===== config.mk =====
export PLATFORM = sky130hd
export DESIGN_NAME = harng_front
export DESIGN_NICKNAME = d
export VERILOG_FILES = /design/src/design/harng_pkg.sv /design/src/design/harng_front.sv
export SDC_FILE = /design/constraint.sdc
export NUM_CORES = 1
export LEC_CHECK = 0
export ABC_AREA = 1
export ABC_CLOCK_PERIOD_IN_PS = 2500
export BUFFER_PORTS_ARGS = -buffer_cell sky130_fd_sc_hd__buf_2
export CORE_MARGIN = 1
export CORE_UTILIZATION = 42
export CTS_CLUSTER_SIZE = 24
export DETAILED_ROUTE_END_ITERATION = 8
export HOLD_SLACK_MARGIN = 0.02
export PLACE_DENSITY_LB_ADDON = 0.08
export SLEW_MARGIN = 20
export SYNTH_ARGS = -nofsm -noshare
export SYNTH_HDL_FRONTEND = slang
export SYNTH_SLANG_ARGS = --single-unit

===== constraint.sdc =====
create_clock -name clk_i -period 2.5 [get_ports clk_i]
set_clock_uncertainty 0.05 [all_clocks]
set_input_delay 0.125 -clock clk_i [delete_from_list [all_inputs] [get_ports clk_i]]
set_output_delay 0.125 -clock clk_i [all_outputs]
set_load 0.02 [all_outputs]

===== src/design/harng_pkg.sv =====
// ----------------------------------------------------------------------------
// harng_pkg
// shared types and constants of the histogram auto range unit
// ----------------------------------------------------------------------------
package harng_pkg;

  localparam int unsigned COUNT_W = 21;
  localparam logic [COUNT_W-1:0] COUNT_MAX = {COUNT_W{1'b1}};
  localparam int unsigned KEEP_W = 17;
  localparam int unsigned RANGE_W = 33;
  localparam int unsigned QDEPTH = 4;

  localparam logic [KEEP_W-1:0] ONE_Q16 = 17'd65536;
  localparam logic [COUNT_W-1:0] MINC_RESET = 21'd16;
  localparam logic [KEEP_W-1:0] KEEP_RESET = 17'd62259;
  localparam logic [RANGE_W-1:0] LOW_RESET = 33'h0_FFFF_0000;

  localparam logic [1:0] ACT_COUNT = 2'd0;
  localparam logic [1:0] ACT_CLOSE = 2'd1;
  localparam logic [1:0] ACT_MAP = 2'd2;

  localparam logic [1:0] REG_MIN_COUNT = 2'd0;
  localparam logic [1:0] REG_KEEP = 2'd1;

  typedef struct packed {
    logic [1:0] action;
    logic [15:0] pixel_in;
  } in_t;

  typedef struct packed {
    logic [7:0] pixel_out;
    logic [RANGE_W-1:0] range_low;
    logic [RANGE_W-1:0] range_high;
  } out_t;

  typedef enum logic [1:0] {
    K_COUNT,
    K_CLOSE,
    K_MAP,
    K_NOP
  } kind_e;

  typedef struct packed {
    kind_e kind;
    logic [15:0] pixel;
  } cmd_t;

  typedef struct packed {
    logic pop;
    logic busy;
  } ctl_t;

endpackage


===== src/design/harng_front.sv =====
// ----------------------------------------------------------------------------
// harng_front
// accepts requests, decodes the action and queues commands for the back end
// ----------------------------------------------------------------------------
module harng_front (
  input  logic              clk_i,
  input  logic              rst_ni,
  input  logic              in_valid_i,
  output logic              in_stall_o,
  input  harng_pkg::in_t    in_data_i,
  output logic              cmd_valid_o,
  output harng_pkg::cmd_t   cmd_o,
  input  harng_pkg::ctl_t   ctl_i
);

  localparam int unsigned PW = $clog2(harng_pkg::QDEPTH);

  harng_pkg::cmd_t q_mem_q [harng_pkg::QDEPTH];
  logic [PW-1:0] wr_ptr_q, rd_ptr_q;
  logic [PW:0]   cnt_q;
  logic push, pop;
  harng_pkg::cmd_t cmd_in;

  always_comb begin
    cmd_in.pixel = in_data_i.pixel_in;
    case (in_data_i.action)
      harng_pkg::ACT_COUNT: cmd_in.kind = harng_pkg::K_COUNT;
      harng_pkg::ACT_CLOSE: cmd_in.kind = harng_pkg::K_CLOSE;
      harng_pkg::ACT_MAP:   cmd_in.kind = harng_pkg::K_MAP;
      default:              cmd_in.kind = harng_pkg::K_NOP;
    endcase
  end

  assign in_stall_o  = (cnt_q == (PW+1)'(harng_pkg::QDEPTH)) || ctl_i.busy;
  assign push        = in_valid_i && !in_stall_o;
  assign pop         = ctl_i.pop && (cnt_q != '0);
  assign cmd_valid_o = (cnt_q != '0);
  assign cmd_o       = q_mem_q[rd_ptr_q];

  always_ff @(posedge clk_i) begin
    if (push) begin
      q_mem_q[wr_ptr_q] <= cmd_in;
    end
  end

  always_ff @(posedge clk_i or negedge rst_ni) begin
    if (!rst_ni) begin
      wr_ptr_q <= '0;
      rd_ptr_q <= '0;
      cnt_q    <= '0;
    end else begin
      if (push) wr_ptr_q <= wr_ptr_q + 1'b1;
      if (pop)  rd_ptr_q <= rd_ptr_q + 1'b1;
      case ({push, pop})
        2'b10:   cnt_q <= cnt_q + 1'b1;
        2'b01:   cnt_q <= cnt_q - 1'b1;
        default: cnt_q <= cnt_q;
      endcase
    end
  end

endmodule


* After elaboration in Yosys (flattened, before gate mapping)
Memory sizes are Yosys's and may differ from the RTL's.
Cells that the tools add are included.
Widths: inputs -> output; s select.
** Word-level totals
- Flip-flop bits (word level) :: 7
- RAM bits :: 72
- Output and inout port bits :: 20
- Memories :: 1
** Memory list
- q_mem_q :: depth 4, bits a word 18, rd ports 1, clocked after memory_dff 0, wr ports 1, line harng_front.sv:18 : harng_pkg::cmd_t q_mem_q [harng_pkg::QDEPTH];
** Operators by class
- Add/subtract/negate cells :: 4
- Eq/ne operators :: 5
- Mux-type cells :: 4
- Reductions and logical operators :: 7
** Operators by type and width (count)
- $pmux 2 s3 :: 1
- $pmux 3 s2 :: 1
- $add 2x1->2 const B :: 2
- $eq 2x1->1 const B :: 2
- $eq 2x2->1 const B :: 2
- $add 3x1->3 const B :: 1
- $eq 3x3->1 const B :: 1
- $reduce_bool 3->1 :: 1
- $sub 3x1->3 const B :: 1
- $logic_and 1x1->1 :: 2
- $logic_not 2->1 :: 1
- $mux 1 :: 2
- $reduce_bool 2->1 :: 1
- $logic_not 1->1 :: 1
- $logic_or 1x1->1 :: 1

* Depth between registers and ports, before layout
- Word-level depth :: 6
- Mapped depth :: 12
- Depth with buffers taken out :: 12

* Least setup slack after synthesis
Ideal clock, no wire load.
- Path type :: reg-to-reg
- From :: reg cnt_q[0]
- To :: mem q_mem_q[0][0] (netlist name) (enable)
- Arrival :: 1.463 ns
- Required time :: 2.057 ns
- Slack :: 0.595 ns
- Stages on the path, launching flop included :: 5
- Buffers on the path :: 0
- Path through :: dfrtp_1 -> nor2_1 -> nand2_1 -> nand3_2 -> nor2_1
** Between the ends
- Longest elaborated chain between the ends :: 6
** Ends and longest elaborated chain
- from (decl) :: line harng_front.sv:20 : logic [PW:0] cnt_q;
- from (signal assigned) :: line harng_front.sv:55 : 2'b10: cnt_q <= cnt_q + 1'b1;
- from (signal assigned) :: line harng_front.sv:56 : 2'b01: cnt_q <= cnt_q - 1'b1;
- from (signal assigned) :: line harng_front.sv:57 : default: cnt_q <= cnt_q;
- $eq 3x3->1 :: line harng_front.sv:34 : assign in_stall_o = (cnt_q == (PW+1)'(harng_pkg::QDEPTH)) || ctl_i.busy;
- $logic_or 1x1->1 :: line harng_front.sv:34
- $logic_not 1->1 :: line harng_front.sv:35 : assign push = in_valid_i && !in_stall_o;
- $logic_and 1x1->1 :: line harng_front.sv:35
- $mux 1 :: line harng_front.sv:41 : if (push) begin
- $mux 1 (not written as such) :: line harng_front.sv:42 : q_mem_q[wr_ptr_q] <= cmd_in;
- to (decl) :: line harng_front.sv:18
No other way between the ends.

* Worst setup path after layout
- From :: reg cnt_q[0]
- To :: reg cnt_q[2]
** Between the ends
- Longest elaborated chain between the ends :: 6
- Elaborated cells between the ends (all ways) :: 12
** Ends and longest elaborated chain
- $eq 3x3->1 :: line harng_front.sv:34
- $logic_or 1x1->1 :: line harng_front.sv:34
- $logic_not 1->1 :: line harng_front.sv:35
- $logic_and 1x1->1 :: line harng_front.sv:35
- $eq 2x1->1 / $eq 2x2->1 (equally long branches) :: line harng_front.sv:54 : case ({push, pop})
- $pmux 3 s2 / $reduce_bool 2->1 (equally long branches)
Parallel ways exist; a longest one is shown, timed or not.
A chain may end at the register's enable or synchronous reset.

==> qor.yml <==
clockBufferDepth: 2
cp_data_arrival_time_ps: 2170
maxSlewViolCount: 0
rsz0062_at_grt: "no"
die_h_um: 89.3
grt_pass1_vias: 1953
syn-instance-count: 256
cp.required_ps: 2690
grt_pass1_wl_mm: 9.60
holdPathStages: 4
p_leak_nw: 1.48
combPwrFrac_pct: 38.2
synth.avg_cell_area_um2: 12.5
p_int_mw: 2.59
io_buffers: 42
hold_path.class: "input pin to flip-flop"
cts_tree: "built"
post-place-ws_ps: 529
fill_cells: 651
rr_worst_depth: 10
cts_setup_buffers: 0
critPathTopFamily: "simple AND/OR/NAND/NOR gates"
die_w_um: 89.3
place_congestion: 0.799
die-area_mm2: 0.00798
detail_route.iter0.violations: 99
cts-root-buf: "clkbuf_8"
slew_headroom_pct: 55.1
cap_violations: 0
ys_seq_area_share_pct: 73.0
dp_hpwl_mm: 3.44
setup_slack_ps: 517
fin_nets: 351
p_clk_share_pct: 21.1
wirelength_mm: 6.05
crit_fanout: 7
peakVddDrop_uv: 713
htreeDepth: 3
crit_path_frequent_cell: "nand2_1"
synth_nets: 285
wl_per_cell_um: 14.3
tightest_slew_ps: 672
criticalPathCategory: "flip-flop to flip-flop"
start_util_pct: 43.7
final-hold-violation-count: 0
grt_max_degree: 39
holdWs_ps: 60.0
min_period_ps: 1980
vias_per_cell: 4.79
finalPower_mw: 4.18
areaGrowthSynthToFinish_pct: 22.4
ys_ff_latch: 79
rrSetupSlack_ps: 520
p_sw_share_pct: 37.9
grt_overflow: 0
p_seq_share_pct: 40.6
first_pass_iters: 4
setup.worst_path.end_class: "flip-flop"
rows: 31
tns_ps: 0
timing.rr.start: "cnt_q[0]"
p_sw_mw: 1.58
crit_buf_inv: 1
hold_start: "ctl_i[0]"
antennaDiodeCount: 0
ys_types: 18
clock_sinks: 79
cp-startpoint: "cnt_q[0]"
insertion_delay_ps: 340
design_area_mm2: 0.00392
grt_use_total_pct: 17.1
cts-buffers-inserted: 9
synth_area_mm2: 0.00320
final-setup-viol-count: 0
critPathLaunchType: "flip-flop"
top_level_ports: 43
power_density_mw_per_mm2: 1060
drc: 0
fmax_mhz: 504
ant_nets: 0
ys_warn_count: 0
vias: 2029
dpl-instance-area_mm2: 0.00354
fin_crit_sh_pct: 79.3
antenna_found_initial: 0
design.core.area_mm2: 0.00733
cp_cell_sequence: "nor2_1, nand2_1, nand3_2, ha_1, inv_1, fa_1, nand2_1, nand3_1, nand2_1, nand2_1"
max_stage_delay_ps: 400
slowest_stage: "dfrtp_1"
r2r-end: "cnt_q[2]"
holdPathEnd: "wr_ptr_q[1]"
clk_pin_slew_worst_paths_ps: 80
layout-drive-gt1-share_pct: 20.6
status: "finished, final reports clean"
-- state kept, by name, summed over array words and instances, names as in the netlist --
signal	count
q_mem_q	72
rd_ptr_q	2
wr_ptr_q	2
cnt_q	3
-- what timing repair did --
item	CTS	global route
hold buffers	21	0
endpoints found under the hold margin	83	0
resized for setup	0	0
-- final cells by class --
cell class | count | area, µm² | area share, %
Inverter | 16 | 60.1 | 1.53
Clock buffer | 9 | 124 | 3.16
Clock inverter | 5 | 51.3 | 1.31
Sequential cell | 79 | 2340 | 59.6
Tap cell | 99 | 124 | 3.16
Multi-Input combinational cell | 148 | 717 | 18.3
Timing Repair Buffer | 68 | 508 | 13.0
-- cell usage after synthesis, drive strengths merged --
cell / count / area (µm²)
xnor2: 1 / 8.76
edfxtp: 72 / 2160
nand3: 4 / 25.0
inv: 16 / 60.1
nor2: 59 / 221
buf: 11 / 91.3
ha: 5 / 62.6
o21ai: 55 / 275
nand4: 3 / 18.8
dfrtp: 7 / 175
clkbuf: 2 / 7.51
nand2: 20 / 75.1
fa: 1 / 20.0
-- worst max path at each step --
stage | to | slack, ps | depth (start not counted)
after floorplan | q_mem_q[0][0] | 590 | 4
after global placement | cnt_q[2] | 610 | 10
after detailed placement | cnt_q[2] | 530 | 10
after CTS | cmd_o[10] | 510 | 4
after global routing | cnt_q[2] | 320 | 10
final | cnt_q[2] | 520 | 10
-- metrics by stage --
step / std cells / util (%)
after floorplan: 256 / -
after global placement: 389 / 48.2
after detailed placement: 389 / 48.2
after CTS: 424 / 53.5
after global routing: 424 / 53.5
final: 424 / 53.5
-- placed cells by master (no fill, tap or decap) --
| cell type | instances |
|---|---|
| o21ai_0 | 2 |
| nand2_1 | 20 |
| buf_12 | 4 |
| inv_1 | 14 |
| clkbuf_8 | 9 |
| clkinvlp_4 | 1 |
| xnor2_1 | 1 |
| nand4_1 | 3 |
| o21ai_1 | 53 |
| fa_1 | 1 |
| dfrtp_1 | 7 |
| nor2_1 | 55 |
| buf_2 | 42 |
| dlygate4sd3_1 | 21 |
| edfxtp_1 | 72 |
| clkinv_1 | 1 |
| nand3_2 | 1 |
| inv_2 | 2 |
| buf_4 | 1 |
| ha_1 | 5 |
| nand3_1 | 3 |
| clkinv_2 | 2 |
| bufinv_16 | 1 |
| nor2_2 | 4 |
-- layer usage --
layer  routed length (µm)  track usage (%)  vias to the layer above  share of wire [%]
met4                   62             6.64                        0                1.0
li1                     -                -                     1015                  -
met1                 2850             21.5                      968                 47
met2                 2920             27.3                       41                 48
met5                    0                0                        -                  0
met3                  227             5.82                        5                3.7
-- kinds of logic after synthesis --
kind of cell             after synthesis  share of synthesized area, %
AO/OA/AOI/OAI                         55                          8.59
adder cells (fa/ha/maj)                6                          2.58
AND/OR/NAND/NOR                       86                          10.6
XOR/XNOR                               1                         0.273
buffers and inverters                 29                          4.96
flip-flops                            79                          73.0
-- power groups by stage --
stage / clock network, mW / registers [mW] / logic [mW]
detailed placement: 0 / 1.72 / 1.60
floorplan: 0 / 1.72 / 1.19
CTS: 0.905 / 1.70 / 1.63
global placement: 0 / 1.72 / 1.59
finish: 0.882 / 1.70 / 1.60
global route: 0.963 / 1.71 / 1.82
-- worst reg2reg max path: cells and delay by family, from the launching register on --
family	cells	cell delay, ps
adders and majority gates	2	570
buffers and inverters	1	70
DFF	1	400
and+or+nand+nor	7	790
No activity file was read; power rests on OpenSTA's default activity.
